**src/rtl/core/itw_pkg.sv**
```systemverilog
// Package for the integer-to-word-tokens unit: widths, word codes,
// sequencer state types and the status struct between the converter and the sequencer.
// No dependencies.
package itw_pkg;

  localparam int VALUE_W    = 31;
  localparam int CODE_W     = 5;
  localparam int NUM_DIGITS = 10;
  localparam int BCD_W      = 4 * NUM_DIGITS;
  localparam int CNT_W      = $clog2(VALUE_W + 1);

  // Word codes
  localparam logic [CODE_W-1:0] WC_ZERO       = 5'd0;
  localparam logic [CODE_W-1:0] WC_TEEN_BASE  = 5'd10;
  localparam logic [CODE_W-1:0] WC_TENS_BASE  = 5'd18;
  localparam logic [CODE_W-1:0] WC_HUNDRED    = 5'd28;
  localparam logic [CODE_W-1:0] WC_SCALE_BASE = 5'd28;

  typedef enum logic [1:0] {
    ST_IDLE,
    ST_CONV,
    ST_EMIT,
    ST_ZERO
  } itw_state_t;

  typedef enum logic [2:0] {
    SP_HUND,
    SP_HWORD,
    SP_TENS,
    SP_ONES,
    SP_SCALE
  } itw_step_t;

  typedef struct packed {
    logic busy;
    logic done;
  } itw_conv_stat_t;

endpackage

```
**src/rtl/core/itw_if.sv**
```systemverilog
// Handshake channels of the integer-to-word-tokens unit.
// Depends on itw_pkg for payload widths.
interface itw_num_if;
  logic                        valid;
  logic                        ready;
  logic [itw_pkg::VALUE_W-1:0] value;

  modport source (output valid, output value, input ready);
  modport sink   (input valid, input value, output ready);
endinterface

interface itw_word_if;
  logic                       valid;
  logic                       ready;
  logic [itw_pkg::CODE_W-1:0] word_code;
  logic                       last_word;

  modport source (output valid, output word_code, output last_word, input ready);
  modport sink   (input valid, input word_code, input last_word, output ready);
endinterface

```
**src/rtl/core/integer_to_word_tokens_unit.sv**
```systemverilog
// Top level of the integer-to-word-tokens unit.
// Depends on itw_pkg, itw_if, itw_bcd_conv and itw_word_seq.
//
// Spells a 31-bit unsigned number as English word codes, most significant
// word first, one code per transfer on the words channel, last_word set on
// the final one. Codes: 0 Zero, 1-9 One..Nine, 10-19 Ten..Nineteen,
// 20-27 Twenty..Ninety, 28 Hundred, 29 Thousand, 30 Million, 31 Billion.
// The value is first turned into ten BCD digits by a shift-and-add-3 unit
// that takes one input bit per cycle, then a sequencer walks the four
// three-digit groups, five steps each (hundreds, Hundred, tens or teen,
// ones, scale), emitting at most one word per step into an output
// register and stopping at the step that makes the last word. Steps that
// make no word are walked as well. The sequencer takes one step for Zero
// and up to nineteen when the last word is the ones word of the lowest
// group; a stalled words channel holds the sequencer.
// num.ready is high only while the sequencer is idle; the final word may
// still be waiting in the output register when the next number is taken.
module integer_to_word_tokens_unit (
  input  logic       clk,
  input  logic       rst,
  itw_num_if.sink    num,
  itw_word_if.source words
);
  import itw_pkg::*;

  logic                 idle;
  logic                 start;
  logic [BCD_W-1:0]     digits;
  itw_conv_stat_t       cstat;

  // a new number is taken only while the sequencer is idle
  assign num.ready = idle;
  assign start     = num.valid && idle;

  itw_bcd_conv u_conv (
    .clk    (clk),
    .rst    (rst),
    .start  (start),
    .value  (num.value),
    .digits (digits),
    .stat   (cstat)
  );

  itw_word_seq u_seq (
    .clk    (clk),
    .rst    (rst),
    .start  (start),
    .stat   (cstat),
    .digits (digits),
    .idle   (idle),
    .words  (words)
  );

endmodule

```
**src/rtl/core/itw_bcd_conv.sv**
```systemverilog
// Binary to BCD converter, shift-and-add-3, one input bit per cycle.
// Depends on itw_pkg.
module itw_bcd_conv (
  input  logic                           clk,
  input  logic                           rst,
  input  logic                           start,
  input  logic [itw_pkg::VALUE_W-1:0]    value,
  output logic [itw_pkg::BCD_W-1:0]      digits,
  output itw_pkg::itw_conv_stat_t        stat
);
  import itw_pkg::*;

  logic [VALUE_W-1:0] bin;
  logic [BCD_W-1:0]   bcd;
  logic [BCD_W-1:0]   adj;
  logic [CNT_W-1:0]   cnt;
  logic               busy;
  logic               done;

  // add 3 to every digit of 5 or more before the shift
  always_comb begin
    for (int i = 0; i < NUM_DIGITS; i++) begin
      adj[4*i +: 4] = (bcd[4*i +: 4] >= 4'd5) ? bcd[4*i +: 4] + 4'd3 : bcd[4*i +: 4];
    end
  end

  always_ff @(posedge clk) begin
    if (rst) begin
      busy <= 1'b0;
      done <= 1'b0;
      cnt  <= '0;
    end else begin
      done <= 1'b0;
      if (start) begin
        busy <= 1'b1;
        cnt  <= CNT_W'(VALUE_W);
      end else if (busy) begin
        cnt <= cnt - 1'b1;
        if (cnt == CNT_W'(1)) begin
          busy <= 1'b0;
          done <= 1'b1;
        end
      end
    end
  end

  always_ff @(posedge clk) begin
    if (start) begin
      bin <= value;
      bcd <= '0;
    end else if (busy) begin
      bcd <= {adj[BCD_W-2:0], bin[VALUE_W-1]};
      bin <= {bin[VALUE_W-2:0], 1'b0};
    end
  end

  assign digits    = bcd;
  assign stat.busy = busy;
  assign stat.done = done;

  a_start_busy: assert property (@(posedge clk) disable iff (rst) start |=> busy)
    else $error("converter did not start");
  a_busy_cnt: assert property (@(posedge clk) disable iff (rst) busy |-> cnt != '0)
    else $error("converter busy with empty count");
  a_done_after_busy: assert property (@(posedge clk) disable iff (rst)
    done |-> ($past(busy) && !busy))
    else $error("done without a finished pass");

endmodule

```
**src/rtl/core/itw_word_seq.sv**
```systemverilog
// Word sequencer: walks the decimal groups and drives the registered word channel.
// Depends on itw_pkg and itw_if.
module itw_word_seq (
  input  logic                      clk,
  input  logic                      rst,
  input  logic                      start,
  input  itw_pkg::itw_conv_stat_t   stat,
  input  logic [itw_pkg::BCD_W-1:0] digits,
  output logic                      idle,
  itw_word_if.source                words
);
  import itw_pkg::*;

  itw_state_t       state, state_next;
  itw_step_t        step, step_next;
  logic [1:0]       grp, grp_next;

  logic             oval;
  logic [CODE_W-1:0] ocode;
  logic             olast;
  logic             slot_free;

  logic [47:0]      dig;
  logic [11:0]      gbits;
  logic [47:0]      low_mask;
  logic [3:0]       hd, td, od;
  logic             low_nz, grp_nz, upper;
  logic             emit, more;
  logic [CODE_W-1:0] code;

  assign dig       = {8'd0, digits};
  assign slot_free = !oval || words.ready;

  always_comb begin
    case (grp)
      2'd0:    begin gbits = dig[11:0];  low_mask = 48'h0;            end
      2'd1:    begin gbits = dig[23:12]; low_mask = 48'h0000_0000_0FFF; end
      2'd2:    begin gbits = dig[35:24]; low_mask = 48'h0000_00FF_FFFF; end
      default: begin gbits = dig[47:36]; low_mask = 48'h000F_FFFF_FFFF; end
    endcase
  end

  assign hd     = gbits[11:8];
  assign td     = gbits[7:4];
  assign od     = gbits[3:0];
  assign low_nz = |(dig & low_mask);
  assign grp_nz = |gbits;
  assign upper  = (grp != 2'd0);

  // word for the current step, and whether any word follows it
  always_comb begin
    emit = 1'b0;
    more = 1'b0;
    code = WC_ZERO;
    unique case (step)
      SP_HUND: begin
        emit = (hd != 4'd0);
        code = {1'b0, hd};
        more = 1'b1;
      end
      SP_HWORD: begin
        emit = (hd != 4'd0);
        code = WC_HUNDRED;
        more = (td != 4'd0) || (od != 4'd0) || upper || low_nz;
      end
      SP_TENS: begin
        emit = (td != 4'd0);
        code = (td == 4'd1) ? WC_TEEN_BASE + {1'b0, od} : WC_TENS_BASE + {1'b0, td};
        more = ((td != 4'd1) && (od != 4'd0)) || upper || low_nz;
      end
      SP_ONES: begin
        emit = (od != 4'd0) && (td != 4'd1);
        code = {1'b0, od};
        more = upper || low_nz;
      end
      SP_SCALE: begin
        emit = upper && grp_nz;
        code = WC_SCALE_BASE + {3'b000, grp};
        more = low_nz;
      end
      default: ;
    endcase
  end

  always_comb begin
    state_next = state;
    step_next  = step;
    grp_next   = grp;
    unique case (state)
      ST_IDLE: begin
        if (start) begin
          state_next = ST_CONV;
        end
      end
      ST_CONV: begin
        if (stat.done) begin
          step_next  = SP_HUND;
          grp_next   = 2'd3;
          state_next = (|digits) ? ST_EMIT : ST_ZERO;
        end
      end
      ST_EMIT: begin
        if (slot_free) begin
          if (emit && !more) begin
            state_next = ST_IDLE;
          end else begin
            unique case (step)
              SP_HUND:  step_next = SP_HWORD;
              SP_HWORD: step_next = SP_TENS;
              SP_TENS:  step_next = SP_ONES;
              SP_ONES:  step_next = SP_SCALE;
              SP_SCALE: begin
                step_next = SP_HUND;
                grp_next  = grp - 2'd1;
                if (grp == 2'd0) begin
                  state_next = ST_IDLE;
                end
              end
              default: step_next = SP_HUND;
            endcase
          end
        end
      end
      ST_ZERO: begin
        if (slot_free) begin
          state_next = ST_IDLE;
        end
      end
      default: state_next = ST_IDLE;
    endcase
  end

  always_ff @(posedge clk) begin
    if (rst) begin
      state <= ST_IDLE;
      step  <= SP_HUND;
      grp   <= 2'd3;
    end else begin
      state <= state_next;
      step  <= step_next;
      grp   <= grp_next;
    end
  end

  // output register
  always_ff @(posedge clk) begin
    if (rst) begin
      oval <= 1'b0;
    end else if (slot_free) begin
      oval <= ((state == ST_EMIT) && emit) || (state == ST_ZERO);
    end
  end

  always_ff @(posedge clk) begin
    if (slot_free) begin
      if (state == ST_ZERO) begin
        ocode <= WC_ZERO;
        olast <= 1'b1;
      end else begin
        ocode <= code;
        olast <= !more;
      end
    end
  end

  assign idle            = (state == ST_IDLE);
  assign words.valid     = oval;
  assign words.word_code = ocode;
  assign words.last_word = olast;

  a_done_in_conv: assert property (@(posedge clk) disable iff (rst)
    stat.done |-> state == ST_CONV)
    else $error("conversion finished outside the convert state");
  a_zero_word: assert property (@(posedge clk) disable iff (rst)
    (state == ST_ZERO && slot_free) |=> (oval && olast && ocode == WC_ZERO))
    else $error("zero value did not give a single last Zero");
  a_no_conv_emit: assert property (@(posedge clk) disable iff (rst)
    (state == ST_EMIT) |-> !stat.busy)
    else $error("emitting while converter still busy");

endmodule
```
**src/flat_wrapper.sv**
```systemverilog
// flat-port wrapper written by rule: the top's interface ports become plain ports
module integer_to_word_tokens_unit_flat import itw_pkg::*;
  (clk, rst, num_valid, num_value, num_ready, words_valid, words_word_code, words_last_word, words_ready);
  itw_num_if num_i ();
  itw_word_if words_i ();
  input  logic clk;
  input  logic rst;
  input wire logic [$bits(num_i.valid)-1:0] num_valid;
  input wire logic [$bits(num_i.value)-1:0] num_value;
  output wire logic [$bits(num_i.ready)-1:0] num_ready;
  output wire logic [$bits(words_i.valid)-1:0] words_valid;
  output wire logic [$bits(words_i.word_code)-1:0] words_word_code;
  output wire logic [$bits(words_i.last_word)-1:0] words_last_word;
  input wire logic [$bits(words_i.ready)-1:0] words_ready;
  assign num_i.valid = num_valid;
  assign num_i.value = num_value;
  assign num_ready = num_i.ready;
  assign words_valid = words_i.valid;
  assign words_word_code = words_i.word_code;
  assign words_last_word = words_i.last_word;
  assign words_i.ready = words_ready;
  integer_to_word_tokens_unit u_core (.clk(clk), .rst(rst), .num(num_i), .words(words_i));
endmodule
```
**config.mk**
```make
export PLATFORM = sky130hd
export DESIGN_NAME = integer_to_word_tokens_unit_flat
export DESIGN_NICKNAME = d
export VERILOG_FILES = /design/src/rtl/core/itw_pkg.sv /design/src/rtl/core/itw_if.sv /design/src/rtl/core/integer_to_word_tokens_unit.sv /design/src/rtl/core/itw_bcd_conv.sv /design/src/rtl/core/itw_word_seq.sv /design/src/flat_wrapper.sv
export SDC_FILE = /design/constraint.sdc
export NUM_CORES = 1
export LEC_CHECK = 0
export BUFFER_PORTS_ARGS = -buffer_cell sky130_fd_sc_hd__buf_2
export CAP_MARGIN = 10
export CORE_AREA = 2 2 127 129
export DETAILED_ROUTE_END_ITERATION = 10
export DIE_AREA = 0 0 129 131
export SYNTH_ARGS = -nofsm -noshare
export SYNTH_HDL_FRONTEND = slang
export SYNTH_SLANG_ARGS = --single-unit
```
**constraint.sdc**
```tcl
create_clock -name clk -period 3.7 [get_ports clk]
set_clock_uncertainty 0.15 [all_clocks]
set_input_delay 0.74 -clock clk [delete_from_list [all_inputs] [get_ports clk]]
set_output_delay 0.74 -clock clk [all_outputs]
set_load 0.01 [all_outputs]
```
==> results of run 1 <==
[critical path, delay by kind of cell (launching register included)]
kind	cells	cell delay, ns
fa+ha+maj	1	0.43
simple gates	2	0.61
flops	1	0.44
buf+inv	1	0.12
compound gates	4	1.30
mux	1	0.33
[layout make-up]
cell class / count / area (µm²)
Clock inverter: 7 / 95.1
Sequential cell: 92 / 2210
Tap cell: 216 / 270
Fill cell: 1606 / 9530
Clock buffer: 9 / 225
Timing Repair Buffer: 47 / 248
Inverter: 29 / 109
Multi-Input combinational cell: 487 / 2910
[state kept, by name, summed over array words and instances, names as in the netlist]
signal and cells:
u_core.u_conv.digits 40, u_core.u_conv.busy 1, u_core.u_seq.state 2, u_core.u_seq.words.last_word 1, u_core.u_seq.words.valid 1, u_core.u_seq.grp 2, u_core.u_conv.cnt 5, u_core.u_conv.done 1
u_core.u_seq.words.word_code 5, u_core.u_seq.step 3, u_core.u_conv.bin 31
[power by group through the flow]
stage	logic (W)	registers, W	clock network, W
after global placement	0.000258	0.00121	0
after CTS	0.000268	0.00119	0.00101
after floorplan	0.000193	0.00120	0
after detailed placement	0.000267	0.00121	0
final	0.000263	0.00119	0.000977
after global routing	0.000307	0.00120	0.00104
[placed cells by master, fill, tap and decap left out, types with 8 or more instances in the layout]
master,count
dfxtp_1,55
xor2_1,12
nor4_1,11
inv_1,28
nand3_1,14
mux2i_1,14
nand2_1,131
nor2_1,68
a21oi_1,60
o21ai_0,36
ha_1,38
xnor2_1,13
edfxtp_1,37
nor3_1,12
nand2b_1,12
nand4_1,8
clkbuf_16,9
a222oi_1,8
buf_2,42
[per-layer routing]
metal | routed length (µm) | GRT usage | vias up | part of all wire
met5 | 0 | 0 | - | 0
met2 | 5850 | 0.249 | 132 | 0.47
met3 | 721 | 0.0261 | 10 | 0.058
met1 | 5860 | 0.219 | 2123 | 0.47
li1 | - | - | 2280 | -
met4 | 100 | 0.0320 | 0 | 0.0080
[stage by stage]
step                      instance area (µm²)  instances  setup WS [ns]
after global placement                   5750        871          0.543
after global routing                     6070        887        0.00638
final                                    6070        887          0.265
after detailed placement                 5750        871          0.310
after floorplan                          5370        640          0.942
after CTS                                6070        887          0.313
[synth_stat cells, types with 12 or more instances]
cell	n	area, µm²
nor2_1	68	255
mux2i_1	14	140
clkbuf_1	21	78.8
nand2_1	131	492
xnor2_1	13	114
inv_1	28	105
nand2b_1	12	75.1
edfxtp_1	37	1110
nor3_1	12	60.1
dfxtp_1	55	1100
o21ai_0	36	180
ha_1	38	475
nand3_1	14	70.1
xor2_1	12	105
a21oi_1	60	300
[logic make-up after synthesis]
| logic type | count (synthesis) |
|---|---|
| and+or+nand+nor | 272 |
| AOI/OAI and AO/OA | 136 |
| DFF | 92 |
| buffers and inverters | 61 |
| adders and majority gates | 38 |
| xor gates and xnor gates | 25 |
| muxes | 16 |
[worst paths after layout]
path / startpoint / end / slack, ns / depth (start not counted)
worst max-delay path: u_core.u_seq.grp[0] / u_core.u_seq.step[0] / 0.27 / 9
worst max register to register: u_core.u_seq.grp[0] / u_core.u_seq.step[0] / 0.27 / 9
worst min-delay path: u_core.u_conv.bin[30] / u_core.u_conv.digits[0] / 0.34 / 2
worst min register to register: u_core.u_conv.bin[30] / u_core.u_conv.digits[0] / 0.34 / 2
==> flow_metrics.env, run 1 <==
export IMPL_status="finished, final reports clean"
export IMPL_finalSetupViolations=0
export IMPL_startpoint_type="flop"
export IMPL_rsz0062_at_grt="false"
export IMPL_synth_simple_gate_area_share=0.223
export IMPL_cts_root_buf="clkbuf_16"
export IMPL_synth_mux_area_frac=0.0303
export IMPL_cts_hold_buf=0
export IMPL_p_seq_frac=0.489
export IMPL_synth_xor_area_frac=0.0408
export IMPL_dp_hpwl_mm=9.10
export IMPL_fin_nets=739
export IMPL_synth_seq_cells=92
export IMPL_clk_latency_ns=0.34
export IMPL_diodes=0
export IMPL_h_tree_depth=3
export IMPL_power_total_w=0.00243
export IMPL_slew_headroom=0.525
export IMPL_cts_resized=0
export IMPL_seq_area_frac_synth=0.412
export IMPL_synthDistinctLibCells=53
export IMPL_cts_tree="yes"
export IMPL_cp_cell_sequence="inv_1, ha_1, a222oi_1, and4_1, a211oi_2, o32ai_4, a21boi_2, mux2_1, nor2_1"
export IMPL_path_clk_slew_ns=0.07
export IMPL_powerDensity_nw_per_um2=400
export IMPL_ant_nets=0
export IMPL_p_sw_frac=0.263
export IMPL_worstMarginPinSlew_ns=0.711
export IMPL_critPathMaxFanout=17
export IMPL_whs_ns=0.335
export IMPL_fp_dieArea_um2=16900
export IMPL_grt_pass1_vias=4305
export IMPL_vias_per_cell=5.12
export IMPL_gp_congestion=0.872
export IMPL_row_count=46
export IMPL_drc=0
export IMPL_arrival_ns=3.56
export IMPL_ys_flop_type="dfxtp_1"
export IMPL_synth_enable_flop_cells=37
export IMPL_synth_compound_area_frac=0.159
export IMPL_synthCells=640
export IMPL_coreArea_um2=15600
export IMPL_setup_tns_ns=0
export IMPL_switchingPower_w=0.000638
export IMPL_wl_per_cell_um=14.1
export IMPL_critPathKind="reg2reg"
export IMPL_post_cts_buffers=0
export IMPL_synth_fa_ha_area_frac=0.0885
export IMPL_vias=4545
export IMPL_routed_wirelength_mm=12.5
export IMPL_die_h_um=131
export IMPL_utilization=0.389
export IMPL_grt_pass1_wl_mm=21.3
export IMPL_grt_max_degree=42
export IMPL_die_w_um=129
export IMPL_first_pass_iters=7
export IMPL_initialDrtViolationCount=432
export IMPL_critical_path_slowest_cell="a222oi_1"
export IMPL_synth_top_family_by_area="simple AND/OR/NAND/NOR gates"
export IMPL_min_period_ns=3.43
export IMPL_start_util=0.344
export IMPL_slowest_delay_ns=0.68
export IMPL_post_route_period_util=0.928
export IMPL_clockBufferDepth=2
export IMPL_grt_use_total=0.154
export IMPL_cts_buffers=9
export IMPL_slew_violations=0
export IMPL_io_pins=43
export IMPL_drive_above_1_share=0.109
export IMPL_cp_end_kind="flop"
export IMPL_io_buffers=42
export IMPL_hp_class="reg2reg"
export IMPL_synth_avg_cell_area_um2=8.39
export IMPL_clockPowerShare=0.402
export IMPL_p_leak_nw=2.40
export IMPL_required_ns=3.83
export IMPL_p_int_w=0.00179
export IMPL_cts_sinks=92
export IMPL_async_flop_share=0
export IMPL_hold_violations=0
export IMPL_gr_total_overflow=0
export IMPL_cap_violations=0
export IMPL_netlist_area_um2=5370
export IMPL_combinationalPowerShare=0.108
export IMPL_fmax_mhz=291
export IMPL_area_delta_synth_final_pct=13.0
export IMPL_yosysWarnings=0
export IMPL_ir_drop_mv=0.294
export IMPL_antenna_found_initial=0
export IMPL_syn_nets=713
(Power assumes the default switching activity.)
==> run 2, diff against run 1 <==
--- a/config.mk
+++ b/config.mk
@@ -7,9 +7,9 @@
 export LEC_CHECK = 0
 export BUFFER_PORTS_ARGS = -buffer_cell sky130_fd_sc_hd__buf_2
 export CAP_MARGIN = 10
-export CORE_AREA = 2 2 127 129
+export CORE_AREA = 2 2 163 101
 export DETAILED_ROUTE_END_ITERATION = 10
-export DIE_AREA = 0 0 129 131
+export DIE_AREA = 0 0 165 103
 export SYNTH_ARGS = -nofsm -noshare
 export SYNTH_HDL_FRONTEND = slang
 export SYNTH_SLANG_ARGS = --single-unit
==> run 2 against run 1 <==
Net effect:
- first-iteration DRC count increased by 16%
- utilization decreased by 0.49 points
- clock-buffer cell count unchanged
- final cell count decreased by 0.79%
- register-to-register slack improved by 0.20 ns
- largest cell class unchanged
==> flow_metrics.env, run 2 (same netlist as run 1, synthesis figures left out) <==
export IMPL_grt_use_total=0.161
export IMPL_cts_buffers=9
export IMPL_rsz0062_at_grt="false"
export IMPL_initialDrtViolationCount=503
export IMPL_cts_resized=0
export IMPL_post_route_period_util=0.875
export IMPL_grt_max_degree=50
export IMPL_dp_hpwl_mm=9.67
export IMPL_nFillCells=1578
export IMPL_cp_cell_sequence="inv_1, ha_1, a222oi_1, and4_1, a211oi_2, o32ai_4, a21boi_2, mux2_1, nor2_1"
export IMPL_row_count=36
export IMPL_crit_end="u_core.u_seq.step[0]"
export IMPL_required_ns=3.83
export IMPL_finalSetupViolations=0
export IMPL_r2r_cells=9
export IMPL_slew_violations=0
export IMPL_cts_root_buf="clkbuf_16"
export IMPL_startpoint_type="flop"
export IMPL_die_h_um=103
export IMPL_first_pass_iters=9
export IMPL_drc=0
export IMPL_grt_pass1_wl_mm=21.2
export IMPL_largest_register_ffs=40
export IMPL_cp_end_kind="flop"
export IMPL_vias_per_cell=5.06
export IMPL_clockBufferDepth=2
export IMPL_cts_sinks=92
export IMPL_h_tree_depth=3
export IMPL_clk_latency_ns=0.34
export IMPL_critical_path_slowest_cell="a222oi_1"
export IMPL_gp_congestion=0.910
export IMPL_slew_headroom=0.525
export IMPL_coreArea_um2=15700
export IMPL_hp_class="reg2reg"
export IMPL_vias=4450
export IMPL_min_period_ns=3.24
export IMPL_die_w_um=165
export IMPL_setup_tns_ns=0
export IMPL_antenna_found_initial=0
export IMPL_grt_pass1_vias=3772
export IMPL_powerDensity_nw_per_um2=391
export IMPL_design_area_um2=6040
export IMPL_io_buffers=42
export IMPL_layout_commonest_cell="nand2_1"
export IMPL_worstMarginPinSlew_ns=0.712
export IMPL_layout_common_cells="nand2_1, nor2_1, a21oi_1, dfxtp_1, buf_2"
export IMPL_placed_area_um2=5750
export IMPL_critPathMaxFanout=9
export IMPL_r2r_start="u_core.u_seq.grp[0]"
export IMPL_diodes=0
export IMPL_arrival_ns=3.37
export IMPL_cts_tree="yes"
export IMPL_r2r_end="u_core.u_seq.step[0]"
export IMPL_ir_drop_mv=0.235
export IMPL_fp_dieArea_um2=17000
export IMPL_power_total_w=0.00236
export IMPL_gr_total_overflow=0
export IMPL_fmax_mhz=309
export IMPL_p_leak_nw=2.38
export IMPL_routed_wirelength_mm=13.2
export IMPL_wl_per_cell_um=14.9
export IMPL_drive_above_1_share=0.109
export IMPL_slowest_delay_ns=0.65
export IMPL_startpoint="u_core.u_seq.grp[0]"
export IMPL_hold_violations=0
export IMPL_cts_hold_buf=0
export IMPL_status="finished, final reports clean"
export IMPL_path_clk_slew_ns=0.08
export IMPL_critPathKind="reg2reg"
export IMPL_start_util=0.342
export IMPL_area_delta_synth_final_pct=12.5
export IMPL_cap_violations=0
export IMPL_ant_nets=0
export IMPL_post_cts_buffers=0
export IMPL_io_pins=43
export IMPL_whs_ns=0.348
export IMPL_fin_nets=739
export IMPL_rrSetupSlack_ns=0.46
## run 2: how the worst min path moves through the flow
stage | slack [ns] | end | depth (start not counted) | from
6_report | 0.35 | u_core.u_conv.digits[0] | 2 | u_core.u_conv.bin[30]
2_1_floorplan | 0.30 | u_core.u_conv.digits[39] | 2 | u_core.u_conv.digits[39]
4_1_cts | 0.35 | u_core.u_conv.digits[0] | 2 | u_core.u_conv.bin[30]
5_1_grt | 0.39 | u_core.u_conv.bin[29] | 2 | u_core.u_conv.bin[28]
3_5_place_dp | 0.34 | u_core.u_conv.digits[0] | 2 | u_core.u_conv.bin[30]
3_3_place_gp | 0.34 | u_core.u_conv.digits[0] | 2 | u_core.u_conv.bin[30]
## run 2: power by group
group          switching [W]  leakage, nW  total, W  internal, W
sequential         0.0000386        0.826   0.00119      0.00115
combinational       0.000171         1.42  0.000268    0.0000970
clock               0.000435        0.139  0.000907     0.000472
total               0.000645         2.38   0.00236      0.00172
## run 2: metrics by stage
stage	utilization	worst slack [ns]	std cells
after floorplan	-	0.942	640
after global placement	0.366	0.627	864
after detailed placement	0.366	0.565	864
after CTS	0.384	0.522	880
after global routing	0.384	0.153	880
final	0.384	0.461	880
## run 2: routing by layer
layer	vias up	routed length [µm]	track usage
li1	2280	-	-
met2	130	4420	0.177
met4	0	45	0.0254
met1	2035	7710	0.282
met3	5	972	0.0451
met5	-	0	0
## run 2: critical path: cells and delay by family (launching register included)
| family | cells | cell delay [ns] |
|---|---|---|
| compound gates | 4 | 1.26 |
| fa+ha+maj | 1 | 0.32 |
| buf+inv | 1 | 0.11 |
| flops | 1 | 0.43 |
| mux | 1 | 0.33 |
| simple gates | 2 | 0.58 |
## run 2: final cells by class
| cell class | count | area [µm²] | share of cell area |
|---|---|---|---|
| multi-input combinational | 487 | 2910 | 0.482 |
| sequential | 92 | 2210 | 0.366 |
| tap | 209 | 262 | 0.0433 |
| timing repair buffer | 47 | 260 | 0.0431 |
| clock buffer | 9 | 225 | 0.0373 |
| inverter | 29 | 109 | 0.0180 |
| clock inverter | 7 | 62.6 | 0.0104 |
